--- src/design/srrf_pkg.sv ---
`default_nettype none

package srrf_pkg;

  // state code: bit 2 is agent mode, bits 1:0 are idle or the kind waited for
  typedef enum logic [2:0] {
    ST_MC_IDLE = 3'd0,
    ST_MC_SRV  = 3'd1,
    ST_MC_TYPE = 3'd2,
    ST_MC_ATTR = 3'd3,
    ST_AG_IDLE = 3'd4,
    ST_AG_SRV  = 3'd5,
    ST_AG_TYPE = 3'd6,
    ST_AG_ATTR = 3'd7
  } fsm_state_t;

  // event codes, codes above timeout are ignored
  typedef enum logic [3:0] {
    CMD_SRV_REQ    = 4'd0,
    CMD_TYPE_REQ   = 4'd1,
    CMD_ATTR_REQ   = 4'd2,
    CMD_CLOSE      = 4'd3,
    CMD_ADVERT     = 4'd4,
    CMD_SRV_REPLY  = 4'd5,
    CMD_TYPE_REPLY = 4'd6,
    CMD_ATTR_REPLY = 4'd7,
    CMD_TIMEOUT    = 4'd8
  } cmd_t;

  typedef enum logic [1:0] {
    ACT_NONE    = 2'd0,
    ACT_SEND    = 2'd1,
    ACT_RETX    = 2'd2,
    ACT_DELIVER = 2'd3
  } action_t;

  typedef enum logic [1:0] {
    TMR_LEAVE   = 2'd0,
    TMR_RESTART = 2'd1,
    TMR_STOP    = 2'd2
  } timer_cmd_t;

  localparam logic [1:0] KIND_SRV  = 2'd0;
  localparam logic [1:0] KIND_ATTR = 2'd2;

  // configuration register indexes
  localparam logic [1:0] REG_RETRY_INTERVAL  = 2'd0;
  localparam logic [1:0] REG_MULTICAST_LIMIT = 2'd1;
  localparam logic [1:0] REG_AGENT_LIMIT     = 2'd2;
  localparam logic [1:0] REG_AGENT_KNOWN     = 2'd3;

  localparam int          ELAPSED_W   = 20;
  localparam logic [19:0] ELAPSED_MAX = 20'hFFFFF;

  localparam logic [15:0] RETRY_INTERVAL_RST  = 16'd2000;
  localparam logic [19:0] MULTICAST_LIMIT_RST = 20'd15000;
  localparam logic [19:0] AGENT_LIMIT_RST     = 20'd15000;

  typedef struct packed {
    logic [3:0]  command;
    logic [15:0] new_xid;
    logic [7:0]  peer_handle;
    logic [15:0] reply_error;
  } evt_word_t;

  typedef struct packed {
    logic [1:0]  action;
    logic [1:0]  request_kind;
    logic        to_multicast;
    logic [7:0]  dest_handle;
    logic [15:0] xid_out;
    logic [15:0] indicated_error;
    logic [1:0]  timer_cmd;
    logic [2:0]  fsm_state;
  } res_word_t;

endpackage

`default_nettype wire

--- src/design/srrf_chan_if.sv ---
`default_nettype none

interface srrf_chan_if #(
  parameter type payload_t = logic
);
  logic     valid;
  logic     ready;
  payload_t payload;

  modport source (output valid, output payload, input ready);
  modport sink   (input valid, input payload, output ready);
endinterface

`default_nettype wire

--- src/design/service_request_retry_fsm.sv ---
`default_nettype none

// channel  role    word         handshake
// evt      sink    evt_word_t   valid/ready, accepted when both high
// res      source  res_word_t   valid/ready, accepted when both high
// cfg      write   cfg_data     cfg_we, cfg_index selects the register
//
// one event per cycle while the skid word is empty: state update and result are formed in the
// accept cycle from the state registers, a single compare and saturating add per mode.
// the result word is registered; a two-word output buffer (result register plus
// skid) keeps evt ready while one finished word waits on res.
// evt.ready drops only while both output words are held.
// rst is synchronous and clears state and registers and empties both output words.

module service_request_retry_fsm (
  input  wire logic        clk,
  input  wire logic        rst,
  srrf_chan_if.sink        evt,
  srrf_chan_if.source      res,
  input  wire logic        cfg_we,
  input  wire logic [1:0]  cfg_index,
  input  wire logic [19:0] cfg_data
);
  import srrf_pkg::*;

  // configuration registers
  logic [15:0] retry_interval;
  logic [19:0] multicast_limit;
  logic [19:0] agent_limit;
  logic        agent_known;

  // block state
  fsm_state_t      state, state_next;
  logic [19:0]     mc_elapsed, mc_elapsed_next;
  logic [19:0]     uc_elapsed, uc_elapsed_next;
  logic [15:0]     xid, xid_next;
  logic [7:0]      dest, dest_next;
  logic            pend_mc, pend_mc_next;

  // output buffer
  res_word_t out_q, skid_q, res_word;
  logic      out_valid, skid_valid;

  logic accept, pop;
  assign evt.ready = !skid_valid;
  assign accept    = evt.valid && evt.ready;
  assign pop       = out_valid && res.ready;
  assign res.valid   = out_valid;
  assign res.payload = out_q;

  // event decode
  evt_word_t   ew;
  logic [3:0]  cmd;
  logic        agent;
  logic [1:0]  sub;
  logic [1:0]  wkind;
  logic [3:0]  reply_off;
  logic        is_close, is_req, is_adv, is_match, is_tmo, el_ok;
  logic [19:0] el_sel, lim_sel;
  logic [20:0] mc_sum, uc_sum;
  logic [19:0] mc_sat, uc_sat;

  assign ew        = evt.payload;
  assign cmd       = ew.command;
  assign agent     = state[2];
  assign sub       = state[1:0];
  assign wkind     = sub - 2'd1;
  assign reply_off = cmd - CMD_SRV_REPLY;
  assign is_close  = (cmd == CMD_CLOSE);
  assign is_req    = (cmd <= CMD_ATTR_REQ);
  assign is_adv    = (cmd == CMD_ADVERT) && !agent;
  assign is_match  = (cmd >= CMD_SRV_REPLY) && (cmd <= CMD_ATTR_REPLY)
                     && (reply_off == {2'b00, wkind});
  assign is_tmo    = (cmd == CMD_TIMEOUT);
  assign el_sel    = agent ? uc_elapsed : mc_elapsed;
  assign lim_sel   = agent ? agent_limit : multicast_limit;
  assign el_ok     = (el_sel <= lim_sel);

  // saturating accumulators
  assign mc_sum = {1'b0, mc_elapsed} + {5'd0, retry_interval};
  assign uc_sum = {1'b0, uc_elapsed} + {5'd0, retry_interval};
  assign mc_sat = mc_sum[ELAPSED_W] ? ELAPSED_MAX : mc_sum[19:0];
  assign uc_sat = uc_sum[ELAPSED_W] ? ELAPSED_MAX : uc_sum[19:0];

  // next state
  always_comb begin
    state_next = state;
    if (is_close) begin
      state_next = agent_known ? ST_AG_IDLE : ST_MC_IDLE;
    end else if (sub == 2'd0) begin
      if (is_req) begin
        state_next = fsm_state_t'({agent, cmd[1:0] + 2'd1});
      end else if (is_adv) begin
        state_next = ST_AG_IDLE;
      end
    end else begin
      if (is_adv) begin
        state_next = fsm_state_t'({1'b1, sub});
      end else if (is_match) begin
        if (agent) begin
          state_next = ST_AG_IDLE;
        end
      end else if (is_tmo && !el_ok) begin
        state_next = fsm_state_t'({agent, 2'b00});
      end
    end
  end

  // outputs and datapath
  always_comb begin
    logic [1:0] action;
    logic [1:0] kind;
    logic [1:0] timer;
    logic [15:0] ind_err;
    logic        acted;
    action          = ACT_NONE;
    kind            = KIND_SRV;
    timer           = TMR_LEAVE;
    ind_err         = 16'd0;
    acted           = 1'b0;
    mc_elapsed_next = mc_elapsed;
    uc_elapsed_next = uc_elapsed;
    xid_next        = xid;
    dest_next       = dest;
    pend_mc_next    = pend_mc;
    if (is_close) begin
      timer           = TMR_STOP;
      mc_elapsed_next = 20'd0;
      uc_elapsed_next = 20'd0;
      xid_next        = 16'd0;
      dest_next       = 8'd0;
      pend_mc_next    = 1'b0;
    end else if (sub == 2'd0) begin
      if (is_req) begin
        xid_next = ew.new_xid;
        kind     = cmd[1:0];
        action   = ACT_SEND;
        timer    = TMR_RESTART;
        acted    = 1'b1;
        if (agent) begin
          pend_mc_next    = 1'b0;
          dest_next       = ew.peer_handle;
          uc_elapsed_next = uc_sat;
        end else begin
          pend_mc_next    = 1'b1;
          dest_next       = 8'd0;
          mc_elapsed_next = mc_sat;
        end
      end
    end else begin
      if (is_adv) begin
        mc_elapsed_next = 20'd0;
        uc_elapsed_next = 20'd0;
        dest_next       = ew.peer_handle;
        pend_mc_next    = 1'b0;
      end else if (is_match) begin
        action  = ACT_DELIVER;
        kind    = wkind;
        acted   = 1'b1;
        ind_err = (wkind == KIND_ATTR) ? ew.reply_error : 16'd0;
        if (agent) begin
          timer           = TMR_STOP;
          xid_next        = 16'd0;
          dest_next       = 8'd0;
          pend_mc_next    = 1'b0;
          uc_elapsed_next = 20'd0;
        end
      end else if (is_tmo) begin
        if (el_ok) begin
          action = ACT_RETX;
          kind   = wkind;
          acted  = 1'b1;
          timer  = TMR_RESTART;
          if (agent) begin
            uc_elapsed_next = uc_sat;
          end else begin
            mc_elapsed_next = mc_sat;
          end
        end else begin
          timer        = TMR_STOP;
          xid_next     = 16'd0;
          dest_next    = 8'd0;
          pend_mc_next = 1'b0;
          if (agent) begin
            uc_elapsed_next = 20'd0;
          end else begin
            mc_elapsed_next = 20'd0;
          end
        end
      end
    end
    // with no action report the kind waited for after the event
    if (!acted) begin
      kind = (state_next[1:0] != 2'd0) ? state_next[1:0] - 2'd1 : KIND_SRV;
    end
    res_word.action          = action;
    res_word.request_kind    = kind;
    res_word.to_multicast    = pend_mc_next;
    res_word.dest_handle     = dest_next;
    res_word.xid_out         = xid_next;
    res_word.indicated_error = ind_err;
    res_word.timer_cmd       = timer;
    res_word.fsm_state       = state_next;
  end

  // configuration writes
  always_ff @(posedge clk) begin
    if (rst) begin
      retry_interval  <= RETRY_INTERVAL_RST;
      multicast_limit <= MULTICAST_LIMIT_RST;
      agent_limit     <= AGENT_LIMIT_RST;
      agent_known     <= 1'b0;
    end else if (cfg_we) begin
      case (cfg_index)
        REG_RETRY_INTERVAL:  retry_interval  <= cfg_data[15:0];
        REG_MULTICAST_LIMIT: multicast_limit <= cfg_data;
        REG_AGENT_LIMIT:     agent_limit     <= cfg_data;
        REG_AGENT_KNOWN:     agent_known     <= cfg_data[0];
        default: ;
      endcase
    end
  end

  // state registers
  always_ff @(posedge clk) begin
    if (rst) begin
      state      <= ST_MC_IDLE;
      mc_elapsed <= 20'd0;
      uc_elapsed <= 20'd0;
      xid        <= 16'd0;
      dest       <= 8'd0;
      pend_mc    <= 1'b0;
    end else if (accept) begin
      state      <= state_next;
      mc_elapsed <= mc_elapsed_next;
      uc_elapsed <= uc_elapsed_next;
      xid        <= xid_next;
      dest       <= dest_next;
      pend_mc    <= pend_mc_next;
    end
  end

  // result register and skid word
  always_ff @(posedge clk) begin
    if (rst) begin
      out_valid  <= 1'b0;
      skid_valid <= 1'b0;
    end else if (accept) begin
      if (!out_valid || pop) begin
        out_valid <= 1'b1;
      end else begin
        skid_valid <= 1'b1;
      end
    end else if (pop) begin
      if (skid_valid) begin
        skid_valid <= 1'b0;
      end else begin
        out_valid <= 1'b0;
      end
    end
  end

  always_ff @(posedge clk) begin
    if (accept) begin
      if (!out_valid || pop) begin
        out_q <= res_word;
      end else begin
        skid_q <= res_word;
      end
    end else if (pop && skid_valid) begin
      out_q <= skid_q;
    end
  end

  // checks
  a_skid_behind_out: assert property (@(posedge clk) disable iff (rst)
    skid_valid |-> out_valid)
    else $error("skid word held with empty result register");

  a_idle_no_xid: assert property (@(posedge clk) disable iff (rst)
    (state[1:0] == 2'd0) |-> (xid == 16'd0))
    else $error("transaction id kept in an idle state");

  a_close_clears: assert property (@(posedge clk) disable iff (rst)
    (accept && evt.payload.command == CMD_CLOSE) |=>
      (xid == 16'd0 && mc_elapsed == 20'd0 && uc_elapsed == 20'd0 && !pend_mc))
    else $error("close left exchange state behind");

  a_send_restarts: assert property (@(posedge clk) disable iff (rst)
    (accept && res_word.action == ACT_SEND) |-> (res_word.timer_cmd == TMR_RESTART))
    else $error("send without timer restart");

endmodule

`default_nettype wire

--- src/flat_wrapper.sv ---
// flat-port wrapper written by rule: the top's interface ports become plain ports
module service_request_retry_fsm_flat import srrf_pkg::*;
  (clk, rst, cfg_we, cfg_index, cfg_data, evt_valid, evt_payload, evt_ready, res_valid, res_payload, res_ready);
  srrf_chan_if #(.payload_t(evt_word_t)) evt_i ();
  srrf_chan_if #(.payload_t(res_word_t)) res_i ();
  input  wire logic clk;
  input  wire logic rst;
  input  wire logic cfg_we;
  input  wire logic [1:0] cfg_index;
  input  wire logic [19:0] cfg_data;
  input wire logic [$bits(evt_i.valid)-1:0] evt_valid;
  input wire logic [$bits(evt_i.payload)-1:0] evt_payload;
  output wire logic [$bits(evt_i.ready)-1:0] evt_ready;
  output wire logic [$bits(res_i.valid)-1:0] res_valid;
  output wire logic [$bits(res_i.payload)-1:0] res_payload;
  input wire logic [$bits(res_i.ready)-1:0] res_ready;
  assign evt_i.valid = evt_valid;
  assign evt_i.payload = evt_payload;
  assign evt_ready = evt_i.ready;
  assign res_valid = res_i.valid;
  assign res_payload = res_i.payload;
  assign res_i.ready = res_ready;
  service_request_retry_fsm u_core (.clk(clk), .rst(rst), .evt(evt_i), .res(res_i), .cfg_we(cfg_we), .cfg_index(cfg_index), .cfg_data(cfg_data));
endmodule
--- config.mk ---
export PLATFORM = sky130hd
export DESIGN_NAME = service_request_retry_fsm_flat
export DESIGN_NICKNAME = d
export VERILOG_FILES = /design/src/design/srrf_pkg.sv /design/src/design/srrf_chan_if.sv /design/src/design/service_request_retry_fsm.sv /design/src/flat_wrapper.sv
export SDC_FILE = /design/constraint.sdc
export NUM_CORES = 1
export LEC_CHECK = 0
export BUFFER_PORTS_ARGS = -buffer_cell sky130_fd_sc_hd__buf_2
export CAP_MARGIN = 20
export CORE_ASPECT_RATIO = 0.7
export CORE_MARGIN = 4
export CORE_UTILIZATION = 50
export CTS_BUF_LIST = sky130_fd_sc_hd__clkbuf_2
export CTS_CLUSTER_SIZE = 40
export DETAILED_ROUTE_END_ITERATION = 7
export PLACE_DENSITY = 0.83
export SLEW_MARGIN = 25
export SYNTH_ARGS = -nofsm -noshare
export SYNTH_HDL_FRONTEND = slang
export SYNTH_SLANG_ARGS = --single-unit
--- constraint.sdc ---
create_clock -name clk -period 3.9 [get_ports clk]
set_input_delay 0.585 -clock clk [delete_from_list [all_inputs] [get_ports clk]]
set_output_delay 0.585 -clock clk [all_outputs]
set_load 0.05 [all_outputs]
==> results.md, run 1 <==
* Synth Area in Simple Gates at 17.9%
* Setup_tns at 0 ns
* DRT Pass-1 Iters at 5
* CP Capture Type: register
* Slowest stage cell, crit path: dfxtp_2
* Syn Std Cell Area at 11700 µm²
* Syn Nets at 1394
* Max IR drop VDD at 233 µV
* Adder-cell share of the synthesized area at 6.42%
* Fmax at 270 MHz
* Synth cell types at 75
* Multiplexer share of the synthesized area at 5.91%
* Wire length per cell at 17.5 µm
* Post-place setup slack at 0.207 ns
* Starting Density at 51.3%
* Nets at 1561
* PwrDens at 372 nW/µm²
* R2R depth at 11
* Maximum number of pins on one net before global-route repair at 59
* H-tree depth at 2
* Final WS setup at 0.200 ns
* GRT Util Overall at 23.5%
* Initial antenna violation count at 0
* Final worst-path cycle share at 94.9%
* Root Driver: clkbuf_2
* Final Cell Area at 13500 µm²
* XOR/XNOR Fraction of Synth Area at 1.64%
* Global-route wire length before repair at 49500 µm
* Synth Area in Compound Gates at 17.5%
* Fill cells at 1993
* HPWL after DPL at 21500 µm
* Final cell count without fillers at 1781
* CP most frequent cell: mux2_2
* Critical Path Max Stage Delay at 0.47 ns
* Full die area at 26000 µm²
* CP cell instances: buf_12 > mux2_2 > ha_1 > nand4_1 > nor3_1 > o221ai_1 > a31oi_4 > o21a_1 > a21oi_1 > o32ai_1 > mux2_2
* Starting DRC count in detailed routing at 1094
* RSZ-0062 raised after global routing: false
* Worst-path clk slew at 0.11 ns
* Max-Cap Viols at 0
* Setup CP Type: register to register
* Leakage at 0.00575 µW
* DRC at 0
* Critical path required time at 4.56 ns
* Sequential Power Share at 52.4%
* Number of setup buffers added after CTS at 0
* Synth Area per Inst at 9.28 µm²
* Clk_lat worst skew at 0.88 ns
* CTS Sinks at 227
* Syn Inst Count at 1264
* Hold_ws at 0.0652 ns
* Routed WL at 31200 µm
* Synthesized flop and latch total at 227
* Routed vias/inst at 5.75
* Routability cong. at 0.958
* Number of synthesized flops with an enable pin at 100
* Max Root-Sink Buffers at 3
* Final Setup Violations at 0
* Port-buffer cells at 122
* Most frequent cells in the layout: 253 x nand2_1, 126 x dfxtp_1, 121 x buf_2
* Max-slew violations at 0
* Most common library cell in the layout ignoring fill and taps: nand2_1
* Layout area overhead at 15.1%
* Status: finished clean
* Core footprint at 22800 µm²
* Final hold vios at 0
* Diode count at 0
* Fin crit period at 3.70 ns
* CTS tree: yes
* Post-synthesis async set-or-reset flop share at 0%
* Rel. slew slack at 42.8%
* Hold depth at 3
* Net switching fraction of the power at 30.9%
* Via count at 10200
* GR Overflow Total at 0
* Sw power at 1550 µW
* # rows at 46
* Placed Cells at 1656
* Largest family of logic cells by synthesized area: simple AND/OR/NAND/NOR gates
* Clk_skew at 0.118 ns
* Hold Crit Class: primary input to register
* CTS buffer count at 54
* Crit path DAT at 4.36 ns
* Register area share after synthesis at 47.3%
* Internal power at 3460 µW
* IO Pins at 123
* Layout cell share with drive strength beyond 1 at 19.1%
* Type of origin of the critical path: register
* ANT nets after route at 0
* Die span in x at 191 µm
* Placed Instance Area at 12700 µm²
* Max Fanout on Critical Path at 49
* Clk pwr share at 31.3%
* Chip height at 136 µm
* Slew @ Worst Pin at 0.856 ns
* Yosys warns at 0
* Combinational Power Share at 16.3%
* Synth Flop Type: dfxtp_1
* Vias in the first global route at 9595
-- cell usage after synthesis (4+ instances only) --
cell	n	area share (%)
a2111oi_0	8	0.60
a211o_1	4	0.30
a211oi_1	15	0.96
a21o_1	14	0.90
a21oi_1	116	5.0
a22oi_1	26	1.7
a31oi_1	4	0.21
and2_1	22	1.2
and3_1	6	0.32
buf_1	8	0.26
buf_2	6	0.26
clkbuf_1	48	1.5
dfxtp_1	127	22
edfxtp_1	100	26
ha_1	57	6.1
inv_1	30	0.96
mux2_2	26	2.5
mux2i_1	40	3.4
nand2_1	254	8.1
nand2b_1	12	0.64
nand3_1	38	1.6
nand4_1	8	0.43
nor2_1	88	2.8
nor2b_1	4	0.21
nor3_1	4	0.17
nor3b_1	5	0.32
nor4b_1	4	0.30
o211ai_1	7	0.45
o21a_1	8	0.51
o21ai_0	56	2.4
o21bai_1	6	0.38
o22ai_1	5	0.27
o31ai_1	22	1.4
or2_2	4	0.21
xnor2_1	16	1.2
xor2_1	6	0.45
-- power groups by stage --
stage,clock (µW),sequential [µW],combinational (µW)
after global placement,0,2680,759
final,1570,2630,816
after detailed placement,0,2680,774
after global routing,1740,2640,887
after floorplan,0,2800,427
after CTS,1610,2630,801
-- routing by layer --
layer  track usage [%]  vias up  part of all wire (%)
li1                  -     4921                     -
met1              35.2     4752                    46
met2              33.4      531                    41
met3              7.37       33                    12
met4              4.74        0                  0.97
met5                 0        -                     0
-- state kept, by name (all words and copies together), names as in the netlist, 3 cells and up --
| register | cells |
|---|---|
| u_core.state | 3 |
| u_core.retry_interval | 16 |
| u_core.mc_elapsed | 20 |
| u_core.res.payload | 50 |
| u_core.uc_elapsed | 20 |
| u_core.xid | 16 |
| u_core.multicast_limit | 20 |
| u_core.dest | 8 |
| u_core.agent_limit | 20 |
| u_core.skid_q | 50 |
-- final cells by class --
cell class | instances | area (µm²) | area share [%]
tap | 312 | 390 | 2.89
inverter | 32 | 120 | 0.890
clock inverter | 13 | 80.1 | 0.593
multi-input combinational | 940 | 5840 | 43.3
sequential | 227 | 5550 | 41.1
clock buffer | 81 | 405 | 3.00
timing repair buffer | 176 | 1110 | 8.25
-- final timing paths --
path | end | startpoint | slack, ns
hold reg to reg | u_core.multicast_limit[0] | u_core.multicast_limit[0] | 0.46
hold / removal | u_core.xid[14] | evt_payload[38] | 0.07
setup / recovery | u_core.res.payload[46] | u_core.state[2] | 0.20
setup reg to reg | u_core.res.payload[46] | u_core.state[2] | 0.20
-- metrics by stage --
| stage | util, % | total power, µW |
|---|---|---|
| after floorplan | - | 3230 |
| final | 59.1 | 5020 |
| after global placement | 55.5 | 3440 |
| after detailed placement | 55.5 | 3460 |
| after CTS | 58.9 | 5040 |
| after global routing | 59.1 | 5260 |
-- critical path: cells and delay by family (launching register included) --
kind | cells | cell delay (ns)
AO/OA/AOI/OAI | 5 | 1.43
adder cells (fa/ha/maj) | 1 | 0.27
buffers and inverters | 1 | 0.27
flip-flops | 1 | 0.47
multiplexers | 2 | 0.61
AND/OR/NAND/NOR | 2 | 0.37
-- logic make-up (layout without fill, tap and decap cells) --
kind of cell | Yosys count | in the layout
simple gates | 469 | 469
flops | 227 | 227
fa+ha+maj | 59 | 59
mux | 66 | 66
compound gates | 324 | 324
buf+inv | 97 | 302
xor+xnor | 22 | 22
-- what timing repair did --
item | in CTS | in global routing
resized for setup | 0 | 2
endpoints found under the hold margin | 63 | 0
setup endpoints to repair | 0 | 16
hold buffers | 30 | 0
Note: power is estimated with default switching activity, not from simulation.
==> run 2: changes to the inputs <==
--- a/config.mk
+++ b/config.mk
@@ -14,6 +14,7 @@
 export CTS_CLUSTER_SIZE = 40
 export DETAILED_ROUTE_END_ITERATION = 7
 export PLACE_DENSITY = 0.83
+export REMOVE_ABC_BUFFERS = 1
 export SLEW_MARGIN = 25
 export SYNTH_ARGS = -nofsm -noshare
 export SYNTH_HDL_FRONTEND = slang
==> run 2 against run 1 <==
Net effect:
- global-route usage shrank 0.47 points
- utilization shrank 0.34 points
- maximum frequency grew 2.4%
- sequential share of layout area grew 0.26 points
- non-clock buffer count shrank 10
- worst hold slack lost 0.0049 ns
- via count shrank 1.1%
- clock power is essentially flat
- design area shrank 0.57%
- largest cell class unchanged
- largest power group unchanged
- highest routed layer unchanged
==> results.md, run 2 (same netlist as run 1, synthesis figures left out) <==
* Port-buffer cells at 122
* Post-place setup slack at 0.112 ns
* Layout cell share with drive strength beyond 1 at 19.2%
* Final Cell Area at 13400 µm²
* Root Driver: clkbuf_2
* Die span in x at 191 µm
* Nets at 1550
* Starting DRC count in detailed routing at 1114
* Final hold vios at 0
* Worst Hold End: u_core.xid[14]
* Status: finished clean
* Leakage at 0.00570 µW
* RSZ-0062 raised after global routing: false
* Sequential Power Share at 52.8%
* Core footprint at 22800 µm²
* Hold_ws at 0.0603 ns
* PwrDens at 371 nW/µm²
* Most frequent cells in the layout: 253 x nand2_1, 126 x dfxtp_1, 121 x buf_2
* Hold Crit Class: primary input to register
* Max-Cap Viols at 0
* Total power at 4990 µW
* Clk_skew at 0.0684 ns
* GRT Util Overall at 23.0%
* Critical Path Max Stage Delay at 0.50 ns
* Max Fanout on Critical Path at 18
* GR Overflow Total at 0
* CP most frequent cell: buf_4
* Final worst-path cycle share at 92.7%
* Slowest stage cell, crit path: dfxtp_4
* Reg-to-Reg Start: u_core.state[2]
* Max-slew violations at 0
* Critical path required time at 4.57 ns
* Via count at 10100
* Placed Instance Area at 12700 µm²
* Starting Density at 51.3%
* Combinational Power Share at 16.3%
* Sw power at 1550 µW
* Routed vias/inst at 5.71
* Kind of cell adding the most delay to the critical path: compound AO/OA/AOI/OAI gates
* Wire length per cell at 17.3 µm
* Internal power at 3430 µW
* Chip height at 136 µm
* Most common library cell in the layout ignoring fill and taps: nand2_1
* Hold Crit Start: evt_payload[38]
* H-tree depth at 2
* Maximum number of pins on one net before global-route repair at 66
* CP bufs+invs at 3
* Crit path DAT at 4.29 ns
* Hold depth at 3
* Net switching fraction of the power at 31.1%
* Routability cong. at 0.990
* Type of origin of the critical path: register
* ANT nets after route at 0
* Setup CP Type: register to register
* R2R Setup Slk at 0.28 ns
* Fmax at 277 MHz
* Slew @ Worst Pin at 0.911 ns
* R2r endpoint: u_core.mc_elapsed[15]
* CP Capture Type: register
* Final Core Density at 58.7%
* CTS buffer count at 53
* Rel. slew slack at 39.1%
* Final Setup Violations at 0
* DRT Pass-1 Iters at 5
* Final WS setup at 0.285 ns
* Fin crit period at 3.62 ns
* Layout area overhead at 14.5%
* Full die area at 26000 µm²
* CP cell instances: buf_12 > mux2_2 > ha_1 > a21oi_1 > o21ai_0 > a2bb2oi_1 > a31oi_2 > buf_4 > o21a_1 > nor3_2 > buf_4 > a22oi_1 > a211oi_1
* Routed WL at 30700 µm
* CTS tree: yes
* Initial antenna violation count at 2
* Clk_lat worst skew at 0.82 ns
* # rows at 46
* Max Root-Sink Buffers at 3
* R2R depth at 13
* DRC at 0
* Clk pwr share at 31.0%
* CTS Sinks at 227
* Max IR drop VDD at 244 µV
* Worst-path clk slew at 0.12 ns
* Global-route wire length before repair at 48600 µm
* Critical path depth at 13
* HPWL after DPL at 21500 µm
* Vias in the first global route at 9445
* IO Pins at 123
-- run 2: cell types whose count changed in the layout (fill, tap and decap cells not counted), moves of 2 or more --
cell,before,now
buf_12,1,3
clkbuf_2,81,76
clkinv_1,11,13
clkinv_2,0,5
diode_2,0,2
dlygate4sd3_1,30,20
-- run 2: routing by layer --
metal	share of wire, %	GRT usage [%]	vias up
met4	1.4	5.46	0
li1	-	-	4900
met1	46	35.6	4720
met3	11	4.95	42
met5	0	0	-
met2	41	32.7	464
-- run 2: repair_timing --
item / CTS / global route
resized for setup: 0 / 2
endpoints found under the setup margin: 0 / 33
hold buffers: 19 / 1
setup buffers: 0 / 2
hold endpoints to repair: 45 / 1
-- run 2: per-stage QoR --
stage | std cells | TNS (ns)
final | 1774 | 0
after floorplan | 1199 | -229.00
after detailed placement | 1655 | 0
after global placement | 1655 | 0
after global routing | 1773 | 0
after CTS | 1769 | 0
-- run 2: how the worst max path moves through the flow --
stage / start / endpoint
after floorplan: u_core.state[2] / u_core.xid[0]
after global placement: u_core.state[2] / u_core.xid[1]
after detailed placement: u_core.state[2] / u_core.xid[6]
after CTS: u_core.state[2] / u_core.xid[6]
after global routing: u_core.state[2] / u_core.mc_elapsed[15]
final: u_core.state[2] / u_core.mc_elapsed[15]
-- run 2: power by group through the flow --
stage	combinational [µW]	clock (µW)	sequential, µW
floorplan	391	0	2810
global placement	758	0	2680
detailed placement	777	0	2680
CTS	797	1580	2630
global route	881	1710	2640
finish	811	1540	2630
-- run 2: worst min-delay path, stage by stage --
cell and delay (ns):
buf_2 0.09, a22oi_1 0.07, nor2_1 0.07
-- run 2: final cells by class --
cell class | count | area [µm²]
clock buffer | 76 | 380
sequential | 227 | 5550
clock inverter | 19 | 108
tap | 312 | 390
fill | 2008 | 9430
multi-input combinational | 940 | 5840
antenna | 2 | 5.00
timing repair buffer | 166 | 1030
inverter | 32 | 120
